`config.mk`:
```
export PLATFORM = sky130hd
export DESIGN_NAME = npcm_out_flat
export DESIGN_NICKNAME = d
export VERILOG_FILES = /design/src/sv/npcm_pkg.sv /design/src/sv/npcm_if.sv /design/src/sv/npcm_out.sv /design/src/flat_wrapper.sv
export SDC_FILE = /design/constraint.sdc
export NUM_CORES = 1
export LEC_CHECK = 0
export BUFFER_PORTS_ARGS = -buffer_cell sky130_fd_sc_hd__buf_2
export CAP_MARGIN = 20
export CORE_ASPECT_RATIO = 1.4
export CORE_MARGIN = 10
export CORE_UTILIZATION = 35
export DETAILED_ROUTE_END_ITERATION = 7
export MAX_ROUTING_LAYER = met4
export SYNTH_ARGS = -nofsm -noshare
export SYNTH_HDL_FRONTEND = slang
export SYNTH_SLANG_ARGS = --single-unit
```
`constraint.sdc`:
```
create_clock -name i_clk -period 9.81 [get_ports i_clk]
set_input_delay 0 -clock i_clk [delete_from_list [all_inputs] [get_ports i_clk]]
set_output_delay 0 -clock i_clk [all_outputs]
set_load 0.05 [all_outputs]
```
`src/sv/npcm_pkg.sv`:
```
package npcm_pkg;

    // Request codes carried in req_type.
    localparam logic REQ_WRITE = 1'b0;
    localparam logic REQ_MATCH = 1'b1;

    localparam logic [7:0] NO_MATCH_INDEX = 8'hFF;

    // Channel weights of the distance metric; the weighted difference is
    // shifted right arithmetically by WEIGHT_SHIFT.
    localparam logic [7:0] W_RED   = 8'd77;
    localparam logic [7:0] W_GREEN = 8'd151;
    localparam logic [7:0] W_BLUE  = 8'd28;
    localparam int         WEIGHT_SHIFT = 8;

    // Item as it travels down the chain. The pending differences belong to
    // the entry of the previous cell and are squared and compared one cell on.
    typedef struct packed {
        logic              valid;
        logic              is_match;
        logic [7:0]        entry_index;
        logic [7:0]        red;
        logic [7:0]        green;
        logic [7:0]        blue;
        logic              last;
        logic              found;
        logic [7:0]        best_idx;
        logic [14:0]       best_dist;
        logic              pend_valid;
        logic signed [8:0] pend_dr;
        logic signed [8:0] pend_dg;
        logic signed [8:0] pend_db;
    } t_item;

    // floor((a - b) * w / 256); the result lies in -151..150.
    function automatic logic signed [8:0] scaled_diff(
        input logic [7:0] a,
        input logic [7:0] b,
        input logic [7:0] w
    );
        logic signed [8:0]  d;
        logic signed [17:0] p;
        logic signed [17:0] s;
        d = $signed({1'b0, a}) - $signed({1'b0, b});
        p = 18'(d) * $signed({10'b0, w});
        s = p >>> WEIGHT_SHIFT;
        return s[8:0];
    endfunction

    // Squares the pending differences, sums them and keeps the entry at idx
    // if it is strictly closer; a tie keeps the earlier, lower index.
    function automatic t_item finish_pending(input t_item it, input logic [7:0] idx);
        t_item              res;
        logic signed [17:0] sr;
        logic signed [17:0] sg;
        logic signed [17:0] sb;
        logic [14:0]        sum_sq;
        res = it;
        sr = 18'(it.pend_dr) * 18'(it.pend_dr);
        sg = 18'(it.pend_dg) * 18'(it.pend_dg);
        sb = 18'(it.pend_db) * 18'(it.pend_db);
        sum_sq = 15'(sr[14:0] + sg[14:0] + sb[14:0]);
        if (it.pend_valid && (!it.found || sum_sq < it.best_dist)) begin
            res.found     = 1'b1;
            res.best_idx  = idx;
            res.best_dist = sum_sq;
        end
        res.pend_valid = 1'b0;
        return res;
    endfunction

endpackage

```
`src/sv/npcm_if.sv`:
```


interface npcm_res_if;
    logic       valid;
    logic       ready;
    logic [7:0] best_index;
    logic       no_match;
    logic       batch_end;

    modport source (
        output valid, best_index, no_match, batch_end,
        input  ready
    );
    modport sink (
        input  valid, best_index, no_match, batch_end,
        output ready
    );
endinterface

```
`src/sv/npcm_out.sv`:
```
module npcm_out #(
    parameter int LAST_IDX = 255
) (
    input  logic            i_clk,
    input  logic            i_rst_n,
    input  npcm_pkg::t_item i_item,
    output logic            o_advance,
    npcm_res_if.source      o_res
);

    localparam logic [7:0] LAST_SLOT = 8'(LAST_IDX);

    npcm_pkg::t_item fin;
    logic            r_valid;
    logic [7:0]      r_best;
    logic            r_no_match;
    logic            r_batch_end;

    assign o_advance = !r_valid || o_res.ready;

    always_comb begin
        fin = npcm_pkg::finish_pending(i_item, LAST_SLOT);
    end

    always_ff @(posedge i_clk) begin
        if (!i_rst_n) begin
            r_valid <= 1'b0;
        end else if (o_advance) begin
            // Write items leave the chain here without a result.
            r_valid <= i_item.valid && i_item.is_match;
        end
    end

    always_ff @(posedge i_clk) begin
        if (o_advance) begin
            r_best      <= fin.best_idx;
            r_no_match  <= !fin.found;
            r_batch_end <= fin.last;
        end
    end

    assign o_res.valid      = r_valid;
    assign o_res.best_index = r_best;
    assign o_res.no_match   = r_no_match;
    assign o_res.batch_end  = r_batch_end;

endmodule

```
`src/flat_wrapper.sv`:
```
// flat-port wrapper written by rule: the top's interface ports become plain ports
module npcm_out_flat 
#(
    parameter int LAST_IDX = 255
)
  (i_clk, i_rst_n, i_item, o_advance, o_res_valid, o_res_best_index, o_res_no_match, o_res_batch_end, o_res_ready);
  npcm_res_if o_res_i ();
  input  logic i_clk;
  input  logic i_rst_n;
  input  npcm_pkg::t_item i_item;
  output logic o_advance;
  output wire logic [$bits(o_res_i.valid)-1:0] o_res_valid;
  output wire logic [$bits(o_res_i.best_index)-1:0] o_res_best_index;
  output wire logic [$bits(o_res_i.no_match)-1:0] o_res_no_match;
  output wire logic [$bits(o_res_i.batch_end)-1:0] o_res_batch_end;
  input wire logic [$bits(o_res_i.ready)-1:0] o_res_ready;
  assign o_res_valid = o_res_i.valid;
  assign o_res_best_index = o_res_i.best_index;
  assign o_res_no_match = o_res_i.no_match;
  assign o_res_batch_end = o_res_i.batch_end;
  assign o_res_i.ready = o_res_ready;
  npcm_out #(.LAST_IDX(LAST_IDX)) u_core (.i_clk(i_clk), .i_rst_n(i_rst_n), .i_item(i_item), .o_advance(o_advance), .o_res(o_res_i));
endmodule
```
==> reports/qor.txt <==
register area share after synthesis - 0.0411
Critical Setup Path Class - in2reg
Hold WS - 0.0215 ns
netlist area before placement - 7790 um^2
flip-flop and latch count after synthesis - 11
unrepaired setup endpoints after global routing - false
die outline height - 197 um
number of H-tree levels - 1
synthesized netlist net count - 1183
Initial Utilization - 0.356
final routed wirelength across all metal layers - 16700 um
Worst path slowest cell - sky130_fd_sc_hd__a21boi_0
wire length of the first global-routing pass - 28800 um
relative area change from synthesis to final layout - 9.72%
post-detail-place hpwl - 15400 um
Total Nets Final - 1249
Final ANT Viol Nets - 0
antenna violations before repair - 0
most instantiated flip-flop cell in the synthesis netlist - sky130_fd_sc_hd__edfxtp_1
worst-path maximum fanout - 10
unique cell type count in the Yosys netlist - 37
number of antenna repair diodes - 0
share of flip-flops with an asynchronous set or reset - 0
number of I/O pins - 102
critical path's most frequent cell - sky130_fd_sc_hd__fa_1
final worst path period share - 0.756
Pre-Repair DR Iteration Count - 4
total vias in the final route - 5232
TritonCTS clock tree - built
number of gates resized after cts - 0
Final Hold Fails - 0
Iteration-0 DRC Markers - 130
Setup violations, final - 0
Vias per Instance - 4.45
Wirelength per Cell - 14.2 um
clock edge transition at the registers on the reported setup and hold paths - 0.04 ns
Avg Synthesized Cell Area - 9.56 um^2
Min Clock Period, post-route - 7.42 ns
arrival time at the worst endpoint - 7.48 ns
Hold Path Class - in2reg
# Post-CTS Setup Buffers - 0
number of synthesized flops with an enable pin - 10
Slew @ Worst Pin - 0.890 ns
Placer Congestion - 0.893
clock sinks - 11
Slowest Stage Delay on Critical Path - 0.72 ns
core footprint - 21900 um^2
Max Fclk - 0.135 GHz
Yosys warning count - 0
total gr overflow - 0
insertion delay of the later-clocked pin in the worst-skew pair - 0.24 ns
vias in the first global route - 6123
placement row count - 64
Buffers on Ports - 69
Total Negative Setup Slacks - 0 ns
number of buffers on the longest clock path - 2
max-capacitance violation count - 0
area of the die - 28700 um^2
clock tree root driver cell - sky130_fd_sc_hd__clkbuf_16
CTS buffer count - 3
All-Layer GR Usage - 0.126
DRC violation count after routing - 0
post-route clock skew - 0.00102 ns
Layout fillers - 2221
max-slew violations - 0
worst-case headroom to the max-slew limit - 0.401
synthesized instance count - 815
Setup crit start kind - primary input
largest net degree at the start of global routing - 13
type of element capturing the critical path - register
overall die width - 146 um
run status - finished, final reports clean
CP required - 9.88 ns
share of final-layout standard cells stronger than drive strength 1 - 0.0943
## worst max-delay path, delay by kind of cell
family	cells	cell delay [ns]
compound gates	8	1.73
xor+xnor	3	0.58
fa+ha+maj	9	4.06
buf+inv	5	0.57
simple gates	4	0.53
## flip-flops by register name, indices dropped and copies added (netlist names)
| name | count |
|---|---|
| u_core.o_res.best_index | 8 |
| u_core.o_res.no_match | 1 |
| u_core.o_res.batch_end | 1 |
| u_core.o_res.valid | 1 |
## through the flow
stage	utilization	cell area, um^2	std cells	setup WS, ns
after CTS	0.391	8550	1177	2.31
after global routing	0.391	8550	1177	1.83
final	0.391	8550	1177	2.39
after detailed placement	0.387	8460	1172	2.12
after floorplan	-	7790	815	2.78
after global placement	0.387	8460	1172	2.23
## layout by cell type (no fill, tap or decap), types with 2 or more instances in the layout
cell type                   count
sky130_fd_sc_hd__nand2b_1       7
sky130_fd_sc_hd__inv_1        250
sky130_fd_sc_hd__nor2b_1        8
sky130_fd_sc_hd__or4_1          2
sky130_fd_sc_hd__o21ai_0       16
sky130_fd_sc_hd__nor3_1         9
sky130_fd_sc_hd__o21bai_1       2
sky130_fd_sc_hd__a31oi_1        2
sky130_fd_sc_hd__a21oi_1       11
sky130_fd_sc_hd__xnor2_2        4
sky130_fd_sc_hd__buf_2         69
sky130_fd_sc_hd__xnor2_1       40
sky130_fd_sc_hd__o211ai_1       3
sky130_fd_sc_hd__or2_2          3
sky130_fd_sc_hd__xor2_1        10
sky130_fd_sc_hd__fa_1         184
sky130_fd_sc_hd__edfxtp_1      10
sky130_fd_sc_hd__a21o_1         3
sky130_fd_sc_hd__ha_1          94
sky130_fd_sc_hd__nor2_1        30
sky130_fd_sc_hd__nand2_1       62
sky130_fd_sc_hd__o21a_1         3
sky130_fd_sc_hd__a31o_2         2
sky130_fd_sc_hd__mux2i_1        2
sky130_fd_sc_hd__clkbuf_16      3
sky130_fd_sc_hd__and2_1        34
sky130_fd_sc_hd__a21boi_0       3
sky130_fd_sc_hd__nand3_1        3
## final timing paths
check | start | end | slack (ns) | depth (start not counted)
hold / removal | i_rst_n | u_core.o_res.valid | 0.02 | 2
setup / recovery | i_item[26] | u_core.o_res.best_index[2] | 2.39 | 29
hold reg to reg | u_core.o_res.valid | u_core.o_res.best_index[6] | 0.90 | 1
setup reg to reg | u_core.o_res.valid | u_core.o_res.no_match | 8.75 | 1
## layout make-up
cell class | instances | area, um^2 | area share
timing repair buffer | 70 | 355 | 0.0416
tap | 297 | 372 | 0.0435
clock buffer | 4 | 78.8 | 0.00922
multi-input combinational | 545 | 6480 | 0.758
inverter | 250 | 938 | 0.110
sequential | 11 | 320 | 0.0375
## layer usage
metal | up-vias | global-route usage | part of all wire
met5 | - | - | 0
met4 | 0 | 0.0249 | 0.020
met3 | 15 | 0.00871 | 0.024
met2 | 80 | 0.254 | 0.58
met1 | 2624 | 0.130 | 0.38
li1 | 2513 | - | -
## cell families after synthesis
kind of cell | after synthesis | share of synthesized area
compound gates | 48 | 0.0381
mux | 2 | 0.00257
simple gates | 162 | 0.100
fa+ha+maj | 278 | 0.624
flops | 11 | 0.0411
xor+xnor | 55 | 0.0675
buf+inv | 259 | 0.127
## synth_stat cells, types with 2 or more instances
| cell type | count | area, um^2 |
|---|---|---|
| sky130_fd_sc_hd__xnor2_1 | 40 | 350 |
| sky130_fd_sc_hd__or2_2 | 3 | 18.8 |
| sky130_fd_sc_hd__edfxtp_1 | 10 | 300 |
| sky130_fd_sc_hd__a21oi_1 | 11 | 55.1 |
| sky130_fd_sc_hd__o21bai_1 | 2 | 15.0 |
| sky130_fd_sc_hd__nand2b_1 | 7 | 43.8 |
| sky130_fd_sc_hd__a21boi_0 | 3 | 22.5 |
| sky130_fd_sc_hd__a31o_2 | 2 | 17.5 |
| sky130_fd_sc_hd__inv_1 | 250 | 938 |
| sky130_fd_sc_hd__and2_1 | 34 | 213 |
| sky130_fd_sc_hd__a21o_1 | 3 | 22.5 |
| sky130_fd_sc_hd__buf_6 | 2 | 22.5 |
| sky130_fd_sc_hd__o211ai_1 | 3 | 22.5 |
| sky130_fd_sc_hd__or4_1 | 2 | 15.0 |
| sky130_fd_sc_hd__nor2b_1 | 8 | 50.1 |
| sky130_fd_sc_hd__nand3_1 | 3 | 15.0 |
| sky130_fd_sc_hd__nor3_1 | 9 | 45.0 |
| sky130_fd_sc_hd__xor2_1 | 10 | 87.6 |
| sky130_fd_sc_hd__nor2_1 | 30 | 113 |
| sky130_fd_sc_hd__fa_1 | 184 | 3680 |
| sky130_fd_sc_hd__xnor2_2 | 4 | 65.1 |
| sky130_fd_sc_hd__clkbuf_1 | 7 | 26.3 |
| sky130_fd_sc_hd__ha_1 | 94 | 1180 |
| sky130_fd_sc_hd__nand2_1 | 62 | 233 |
| sky130_fd_sc_hd__o21ai_0 | 16 | 80.1 |
| sky130_fd_sc_hd__a31oi_1 | 2 | 12.5 |
| sky130_fd_sc_hd__mux2i_1 | 2 | 20.0 |
| sky130_fd_sc_hd__o21a_1 | 3 | 22.5 |
## repair_timing
action	4_1_cts	5_1_grt
hold buffers	1	0
setup endpoints to repair	0	0
hold endpoints to repair	1	0
Power is left out: the tool's default activity adds up to more than one toggle a clock period on the data nets, which glitch-free logic cannot reach.
