<file path="config.mk">
export PLATFORM = sky130hd
export DESIGN_NAME = npcm_cell
export DESIGN_NICKNAME = d
export VERILOG_FILES = /design/src/sv/npcm_pkg.sv /design/src/sv/npcm_cell.sv
export SDC_FILE = /design/constraint.sdc
export NUM_CORES = 1
export LEC_CHECK = 0
export BUFFER_PORTS_ARGS = -buffer_cell sky130_fd_sc_hd__buf_2
export CORE_ASPECT_RATIO = 1.25
export CORE_MARGIN = 2
export CORE_UTILIZATION = 30
export CTS_CLUSTER_SIZE = 10
export DETAILED_ROUTE_END_ITERATION = 7
export MAX_ROUTING_LAYER = met4
export PLACE_DENSITY = 0.58
export RECOVER_POWER = 100
export SYNTH_ARGS = -nofsm -noshare
export SYNTH_HDL_FRONTEND = slang
export SYNTH_SLANG_ARGS = --single-unit
</file>
<file path="constraint.sdc">
create_clock -name i_clk -period 16.5 [get_ports i_clk]
set_input_delay 0.825 -clock i_clk [delete_from_list [all_inputs] [get_ports i_clk]]
set_output_delay 0.825 -clock i_clk [all_outputs]
set_load 0.05 [all_outputs]
</file>
<file path="src/sv/npcm_pkg.sv">
package npcm_pkg;

    // Request codes carried in req_type.
    localparam logic REQ_WRITE = 1'b0;
    localparam logic REQ_MATCH = 1'b1;

    localparam logic [7:0] NO_MATCH_INDEX = 8'hFF;

    // Channel weights of the distance metric; the weighted difference is
    // shifted right arithmetically by WEIGHT_SHIFT.
    localparam logic [7:0] W_RED   = 8'd77;
    localparam logic [7:0] W_GREEN = 8'd151;
    localparam logic [7:0] W_BLUE  = 8'd28;
    localparam int         WEIGHT_SHIFT = 8;

    // Item as it travels down the chain. The pending differences belong to
    // the entry of the previous cell and are squared and compared one cell on.
    typedef struct packed {
        logic              valid;
        logic              is_match;
        logic [7:0]        entry_index;
        logic [7:0]        red;
        logic [7:0]        green;
        logic [7:0]        blue;
        logic              last;
        logic              found;
        logic [7:0]        best_idx;
        logic [14:0]       best_dist;
        logic              pend_valid;
        logic signed [8:0] pend_dr;
        logic signed [8:0] pend_dg;
        logic signed [8:0] pend_db;
    } t_item;

    // floor((a - b) * w / 256); the result lies in -151..150.
    function automatic logic signed [8:0] scaled_diff(
        input logic [7:0] a,
        input logic [7:0] b,
        input logic [7:0] w
    );
        logic signed [8:0]  d;
        logic signed [17:0] p;
        logic signed [17:0] s;
        d = $signed({1'b0, a}) - $signed({1'b0, b});
        p = 18'(d) * $signed({10'b0, w});
        s = p >>> WEIGHT_SHIFT;
        return s[8:0];
    endfunction

    // Squares the pending differences, sums them and keeps the entry at idx
    // if it is strictly closer; a tie keeps the earlier, lower index.
    function automatic t_item finish_pending(input t_item it, input logic [7:0] idx);
        t_item              res;
        logic signed [17:0] sr;
        logic signed [17:0] sg;
        logic signed [17:0] sb;
        logic [14:0]        sum_sq;
        res = it;
        sr = 18'(it.pend_dr) * 18'(it.pend_dr);
        sg = 18'(it.pend_dg) * 18'(it.pend_dg);
        sb = 18'(it.pend_db) * 18'(it.pend_db);
        sum_sq = 15'(sr[14:0] + sg[14:0] + sb[14:0]);
        if (it.pend_valid && (!it.found || sum_sq < it.best_dist)) begin
            res.found     = 1'b1;
            res.best_idx  = idx;
            res.best_dist = sum_sq;
        end
        res.pend_valid = 1'b0;
        return res;
    endfunction

endpackage

</file>
<file path="src/sv/npcm_cell.sv">
module npcm_cell #(
    parameter int CELL_IDX = 0
) (
    input  logic           i_clk,
    input  logic           i_rst_n,
    input  logic           i_advance,
    input  logic [8:0]     i_size,
    input  npcm_pkg::t_item i_item,
    output npcm_pkg::t_item o_item
);

    localparam logic [7:0] SLOT      = 8'(CELL_IDX);
    localparam logic [7:0] PREV_SLOT = 8'(CELL_IDX - 1);
    localparam logic [8:0] SLOT_W    = 9'(CELL_IDX);

    logic [7:0]      r_red;
    logic [7:0]      r_green;
    logic [7:0]      r_blue;
    logic [7:0]      n_red;
    logic [7:0]      n_green;
    logic [7:0]      n_blue;
    npcm_pkg::t_item r_item;
    npcm_pkg::t_item n_item;

    always_comb begin
        // The previous cell's entry is settled here; this cell's entry is
        // only differenced and handed on.
        n_item  = npcm_pkg::finish_pending(i_item, PREV_SLOT);
        n_red   = r_red;
        n_green = r_green;
        n_blue  = r_blue;
        if (i_item.valid && !i_item.is_match && i_item.entry_index == SLOT) begin
            n_red   = i_item.red;
            n_green = i_item.green;
            n_blue  = i_item.blue;
        end
        n_item.pend_valid = i_item.valid && i_item.is_match && (SLOT_W < i_size);
        n_item.pend_dr = npcm_pkg::scaled_diff(i_item.red, r_red, npcm_pkg::W_RED);
        n_item.pend_dg = npcm_pkg::scaled_diff(i_item.green, r_green, npcm_pkg::W_GREEN);
        n_item.pend_db = npcm_pkg::scaled_diff(i_item.blue, r_blue, npcm_pkg::W_BLUE);
    end

    always_ff @(posedge i_clk) begin
        if (!i_rst_n) begin
            r_red   <= '0;
            r_green <= '0;
            r_blue  <= '0;
            r_item  <= '0;
        end else if (i_advance) begin
            r_red   <= n_red;
            r_green <= n_green;
            r_blue  <= n_blue;
            r_item  <= n_item;
        end
    end

    assign o_item = r_item;

endmodule

</file>
==> impl_metrics.yaml, run 1 <==
clock_tree:
  cts_inserted_buffers: 9
  cts_tree: "yes"
  clkSinkCount: 109
  ctsHoldBuffers: 0
  post_cts_resized: 0
  clk_latency_ns: 0.37
  path_clk_slew_ns: 0.08
  cts_buffer_depth: 2
  post-cts-setup-buffer-count: 0
  htree_levels: 3
  cts-root-buf: "clkbuf_16"
synth:
  ys_types: 54
  syn_area_per_cell_um2: 9.39
  syn-cell-area_um2: 15200
  yosys_warnings: 0
  yosys-top-cells-area: "fa_1 (30%), ha_1 (17%), dfxtp_1 (14%)"
  ys_seq_area_share_pct: 14.3
  synth_top_cell_area_share_pct: 29.8
  synth.largest_area_cell: "fa_1"
  ys.flop_type: "dfxtp_1"
  synth_cells: 1623
  synth_seq_cells: 109
  synth.most_common_cell: "inv_1"
  synthArstFlopShare_pct: 0
  synth.top_cells.by_count: "inv_1 (378), fa_1 (227), ha_1 (204), dfxtp_1 (109), nand2_1 (94)"
  syn-num-nets: 2153
  synth-edff-count: 0
sta:
  clock_skew_ns: 0.00726
  worst_pin_slew_ns: 4.00
  rsz0062_at_grt: "no"
  slew_viol_final: 235
  setup_violations: 0
  fmax_mhz: 93.0
  slew_headroom_pct: -167
  tns_ns: 0
  finalHoldViolations: 0
  min_period_ns: 10.75
  period_share_pct: 65.2
route:
  wire_per_inst_um: 15.5
  postRouteWirelength_um: 38000
  drcViolationCount: 0
  avgViaCountPerCell: 4.43
  ant_nets: 0
  drt_iter0_drc: 328
  dr.pass1.iters: 5
  vias: 10851
global_route:
  grt_usage_pct: 15.4
  grt_pass1_wl_um: 61600
  overflow: 0
  grt_pass1_vias: 11912
  grt_start_max_net_pins: 78
  antenna_found_initial: 9
placement:
  gp_congestion: 0.858
  io_buffers: 185
  dp_hpwl_um: 32800
  placed_area_um2: 16800
worst_setup_path:
  crit_type: "in -> reg"
  worst_path_max_delay_cell: "o211ai_1"
  start_kind: "input port"
  cp_data_required_time_ns: 16.76
  critical_path_arrival_ns: 11.01
  max_stage_delay_ns: 2.13
  path_common_cell: "fa_1"
  crit_path_max_fanout: 29
  end_kind: "flip-flop"
cells_and_area:
  fin_area_um2: 17000
  layout.nets: 2307
  layout-drive-gt1-share_pct: 6.40
  fill_cells: 5291
  syn_to_final_growth_pct: 11.4
floorplan:
  core-area_um2: 50300
  io_pins: 186
  dieWidth_um: 206
  die_h_um: 256
  fp-row-count: 92
  dieArea_um2: 52600
  initial_core_util_pct: 30.3
worst_hold_path:
  min_path_type: "reg -> reg"
job:
  drv_cap: 5
status:
  violations: "max-capacitance violations, max-slew violations"
  outcome: "finished, violations left"
## metrics by stage
stage / util (%) / hold WS, ns / worst slack [ns] / std cells
final: 33.8 / 0.471 / 5.75 / 2449
after detailed placement: 33.4 / 0.445 / 6.75 / 2424
after global placement: 33.4 / 0.439 / 6.98 / 2424
after floorplan: - / 0.480 / 8.02 / 1623
after CTS: 34.0 / 0.463 / 7.16 / 2440
after global routing: 33.8 / 0.490 / 5.10 / 2449
## sequential cells by signal, indices dropped and copies added (netlist names)
name,flops
o_item,85
r_blue,8
r_green,8
r_red,8
## area by class of cell
cell class / instances / area (µm²) / area share, %
Sequential cell: 109 / 2180 / 12.9
Tap cell: 658 / 823 / 4.85
Clock buffer: 10 / 229 / 1.35
Timing Repair Buffer: 188 / 821 / 4.83
Multi-Input combinational cell: 1091 / 11400 / 67.4
Antenna cell: 9 / 22.5 / 0.133
Clock inverter: 6 / 46.3 / 0.273
Inverter: 378 / 1420 / 8.36
## cell families after synthesis
logic type      share of synthesized area (%)
other cells                            0.0246
simple gates                             10.3
buf+inv                                  10.6
mux                                      5.25
xor+xnor                                 5.86
fa+ha+maj                                46.6
compound gates                           7.11
flops                                    14.3
## final timing paths
path / from / end / slack (ns) / cells past startpoint
setup / recovery: i_item[17] / o_item[34]$_SDFFE_PN0P_ / 5.75 / 29
hold reg to reg: o_item[17]$_SDFFE_PN0P_ / o_item[17]$_SDFFE_PN0P_ / 0.47 / 2
hold / removal: o_item[17]$_SDFFE_PN0P_ / o_item[17]$_SDFFE_PN0P_ / 0.47 / 2
setup reg to reg: r_green[0]$_SDFFE_PN0P_ / o_item[16]$_SDFFE_PN0P_ / 10.49 / 23
## layer usage
metal	part of all wire (%)	track usage (%)	vias to the layer above	routed length (µm)
li1	-	-	5332	-
met1	40	17.0	5229	15300
met2	51	27.3	238	19400
met3	5.7	3.12	52	2170
met4	2.8	5.14	0	1070
met5	0	-	-	0
## layout by cell type (no fill, tap or decap), types with 2 or more instances in the layout
cell,count
dfxtp_1,109
o21bai_1,10
nor3b_1,2
nand2_1,94
nand3_1,12
nor2_1,47
nor2b_1,88
nand2b_1,5
a21oi_1,52
o21a_1,2
a21boi_0,3
fa_1,227
a31o_2,3
and3_1,3
o31ai_1,2
and2_1,40
or2_2,2
clkbuf_1,97
diode_2,9
mux2i_1,80
clkinv_2,2
o211a_1,8
a2bb2oi_1,2
nand4_1,3
inv_1,378
xnor2_1,72
nor3_1,4
a21o_1,23
inv_6,2
o21ai_0,34
ha_1,204
clkbuf_16,9
xor2_1,30
o211ai_1,7
nor4_1,2
a31oi_1,13
buf_2,92
## worst max-delay path, delay by kind of cell
kind,cells,cell delay (ns)
multiplexers,1,0.35
buffers and inverters,6,0.73
XOR/XNOR,1,0.16
adder cells (fa/ha/maj),10,4.77
AND/OR/NAND/NOR,6,1.14
AO/OA/AOI/OAI,5,3.01
Power of run 1 is left out: the tool's default activity adds up to more than one toggle a clock period on the data nets, which glitch-free logic cannot reach.
==> run 2, diff against run 1 <==
PLACE_DENSITY = 0.59   (was 0.58)
clock period = 9.3 ns   (was 16.5 ns; I/O delays follow)
==> impl_metrics.yaml, run 2 (synthesis gave the netlist of run 1 again) <==
sta:
  min_period_ns: 8.51
  period_share_pct: 91.5
  fmax_mhz: 117
  worst_pin_slew_ns: 3.43
  setup_violations: 0
  tns_ns: 0
  clock_skew_ns: 0.00961
  rsz0062_at_grt: "no"
  finalHoldViolations: 0
  slew_viol_final: 127
  slew_headroom_pct: -129
worst_setup_path:
  cp_data_required_time_ns: 9.57
  end_kind: "flip-flop"
  start_kind: "input port"
  max_stage_delay_ns: 0.56
  crit_type: "in -> reg"
  path_common_cell: "fa_1"
  critical_path_arrival_ns: 8.79
  crit_path_max_fanout: 22
  worst_path_max_delay_cell: "or4_1"
status:
  violations: "max-capacitance violations, max-slew violations"
  outcome: "finished, violations left"
cells_and_area:
  most-common-layout-cells: "inv_1 (378), fa_1 (227), ha_1 (204), dfxtp_1 (109), buf_2 (97)"
  multi_input_area_um2: 11400
  layout.nets: 2311
  layout_commonest_cell: "inv_1"
  largest_reg_flops: 85
  syn_to_final_growth_pct: 12.0
  fill_cells: 5157
  seqCellArea_um2: 2180
  layout-drive-gt1-share_pct: 7.00
floorplan:
  dieWidth_um: 206
  core-area_um2: 50300
  initial_core_util_pct: 30.3
  die_h_um: 256
  fp-row-count: 92
  dieArea_um2: 52600
  io_pins: 186
clock_tree:
  cts_inserted_buffers: 9
  htree_levels: 3
  clkSinkCount: 109
  clk_latency_ns: 0.38
  cts_buffer_depth: 2
  post_cts_resized: 0
  ctsHoldBuffers: 0
  path_clk_slew_ns: 0.08
  cts_tree: "yes"
  post-cts-setup-buffer-count: 0
  cts-root-buf: "clkbuf_16"
route:
  drt_iter0_drc: 340
  wire_per_inst_um: 15.3
  postRouteWirelength_um: 37500
  vias: 10931
  ant_nets: 0
  avgViaCountPerCell: 4.46
  dr.pass1.iters: 5
  drcViolationCount: 0
placement:
  dp_hpwl_um: 32600
  io_buffers: 185
  gp_congestion: 0.892
global_route:
  grt_start_max_net_pins: 83
  overflow: 0
  grt_pass1_vias: 11821
  antenna_found_initial: 10
  grt_usage_pct: 15.2
  grt_pass1_wl_um: 60900
job:
  drv_cap: 3
worst_hold_path:
  min_path_type: "in -> reg"
==> run 2: final timing paths <==
check	start	end	slack, ns	depth (start not counted)
setup / recovery	i_item[17]	o_item[34]$_SDFFE_PN0P_	0.79	30
hold / removal	i_item[52]	o_item[52]$_SDFFE_PN0P_	0.35	3
setup reg to reg	r_green[0]$_SDFFE_PN0P_	o_item[16]$_SDFFE_PN0P_	3.32	23
hold reg to reg	o_item[40]$_SDFFE_PN0P_	o_item[40]$_SDFFE_PN0P_	0.47	2
==> run 2: through the flow <==
step / hold slack (ns) / setup slack [ns] / utilization, % / cell area [µm²] / cells
2_1_floorplan: 0.480 / 1.18 / - / 15200 / 1623
3_3_place_gp: 0.442 / 0.561 / 33.5 / 16900 / 2428
3_5_place_dp: 0.455 / 0.447 / 33.5 / 16900 / 2428
4_1_cts: 0.320 / 0.844 / 34.1 / 17200 / 2444
5_1_grt: 0.326 / 0.299 / 33.9 / 17100 / 2453
6_report: 0.346 / 0.786 / 33.9 / 17100 / 2453
==> run 2: cell type report <==
type / instances / area share (%)
well taps: 658 / 4.82
inverters: 378 / 8.31
diodes: 9 / 0.132
flip-flops and latches: 109 / 12.8
clock buffers: 9 / 1.32
multi-input cells: 1091 / 67.1
repair buffers: 192 / 5.04
clock inverters: 7 / 0.520
==> run 2: layer usage <==
layer / vias to the layer above / routed length [µm] / global-route usage (%)
met1: 5315 / 15200 / 16.7
li1: 5338 / - / -
met4: 0 / 716 / 3.86
met3: 37 / 2090 / 2.97
met5: - / 0 / -
met2: 241 / 19600 / 27.7
==> run 2: critical path, delay by kind of cell <==
family          cells  cell delay [ns]
fa+ha+maj          10             4.77
simple gates        6             1.14
compound gates      5             1.01
xor+xnor            1             0.17
mux                 1             0.23
buf+inv             7             0.97
Power of run 2 is left out for the same reason.
==> run 3, diff against run 2 <==
MAX_ROUTING_LAYER = default   (was met4)
==> impl_metrics.yaml, run 3 (synthesis gave the netlist of run 1 again) <==
placement:
  gp_congestion: 0.878
  pre_cts_slack_ns: 0.447
  dp_hpwl_um: 32600
  io_buffers: 185
cells_and_area:
  fin_util_pct: 33.9
  fill_cells: 5161
  layout-drive-gt1-share_pct: 7.00
  layout.nets: 2311
  layout_commonest_cell: "inv_1"
  largest_reg_flops: 85
  most-common-layout-cells: "inv_1 (378), fa_1 (227), ha_1 (204), dfxtp_1 (109), buf_2 (97)"
  syn_to_final_growth_pct: 11.9
worst_setup_path:
  reg2reg_depth: 23
  cp_data_required_time_ns: 9.39
  r2r_slack_ns: 3.34
  r2r_start: "r_green[0]$_SDFFE_PN0P_"
  crit_path_max_fanout: 22
  critical_path_arrival_ns: 8.59
  path_common_cell: "fa_1"
  r2r_end: "o_item[16]$_SDFFE_PN0P_"
  worst_path_max_delay_cell: "or4_1"
  crit_type: "in -> reg"
  start_kind: "input port"
  max_stage_delay_ns: 0.56
  end_kind: "flip-flop"
global_route:
  grt_usage_pct: 14.7
  antenna_found_initial: 10
  grt_pass1_wl_um: 60800
  grt_pass1_vias: 11828
  grt_start_max_net_pins: 83
  overflow: 0
worst_hold_path:
  worstHoldEndpoint: "o_item[52]$_SDFFE_PN0P_"
  min_path_cells: 3
  min_path_type: "in -> reg"
  hp-start: "i_item[52]"
route:
  postRouteWirelength_um: 37600
  dr.pass1.iters: 5
  vias: 10944
  drcViolationCount: 0
  wire_per_inst_um: 15.4
  avgViaCountPerCell: 4.47
  drt_iter0_drc: 357
  ant_nets: 0
sta:
  fmax_mhz: 118
  finalHoldViolations: 0
  period_share_pct: 91.5
  worst_pin_slew_ns: 3.47
  slew_headroom_pct: -131
  clock_skew_ns: 0.0103
  setup_violations: 0
  fin_ws_ns: 0.794
  tns_ns: 0
  slew_viol_final: 127
  rsz0062_at_grt: "no"
  min_period_ns: 8.51
floorplan:
  fp-row-count: 92
  initial_core_util_pct: 30.3
  dieArea_um2: 52600
  dieWidth_um: 206
  die_h_um: 256
  io_pins: 186
  core-area_um2: 50300
status:
  outcome: "finished, violations left"
  violations: "max-capacitance violations, max-slew violations"
clock_tree:
  clkSinkCount: 109
  clk_latency_ns: 0.38
  cts_tree: "yes"
  cts_inserted_buffers: 9
  cts-root-buf: "clkbuf_16"
  cts_buffer_depth: 2
  htree_levels: 3
  post-cts-setup-buffer-count: 0
  ctsHoldBuffers: 0
  post_cts_resized: 0
  path_clk_slew_ns: 0.08
job:
  drv_cap: 3
==> run 3: cell count changes in the layout (fill, tap and decap cells not counted) <==
cell | previous run | this run
diode_2 | 9 | 2
==> run 3: cell type report <==
class                      instances  area (µm²)  share of cell area (%)
multi-input combinational       1091       11400                    67.1
sequential                       109        2180                    12.8
tap                              658         823                    4.83
clock buffer                       9         225                    1.32
inverter                         378        1420                    8.32
timing repair buffer             192         861                    5.05
clock inverter                     7        88.8                   0.521
antenna                            2        5.00                  0.0294
==> run 3: how the worst max path moves through the flow <==
stage / cells after the start / startpoint / endpoint / slack (ns)
2_1_floorplan: 31 / i_item[10] / o_item[36]$_SDFFE_PN0P_ / 1.18
3_3_place_gp: 30 / i_item[17] / o_item[30]$_SDFFE_PN0P_ / 0.56
3_5_place_dp: 30 / i_item[17] / o_item[37]$_SDFFE_PN0P_ / 0.45
4_1_cts: 30 / i_item[17] / o_item[37]$_SDFFE_PN0P_ / 0.84
5_1_grt: 30 / i_item[17] / o_item[37]$_SDFFE_PN0P_ / 0.30
6_report: 29 / i_item[17] / o_item[49]$_SDFFE_PN0P_ / 0.79
==> run 3: worst max-delay path: cells and delay by family <==
family | cells | cell delay [ns]
AND/OR/NAND/NOR | 5 | 1.06
buffers and inverters | 8 | 1.21
AO/OA/AOI/OAI | 5 | 0.90
adder cells (fa/ha/maj) | 10 | 4.77
XOR/XNOR | 1 | 0.17
==> run 3: layer usage <==
layer	GRT usage (%)	vias up	routed length, µm
met2	27.8	232	19600
met4	3.50	12	656
met1	16.7	5330	15200
met5	0	-	77
li1	-	5327	-
met3	2.95	43	2050
==> run 3: stage by stage <==
step | instances | hold slack (ns) | instance area, µm²
finish | 2446 | 0.349 | 17100
global placement | 2428 | 0.442 | 16900
detailed placement | 2428 | 0.455 | 16900
global route | 2446 | 0.326 | 17100
CTS | 2444 | 0.320 | 17200
floorplan | 1623 | 0.480 | 15200
Power of run 3 is left out for the same reason.
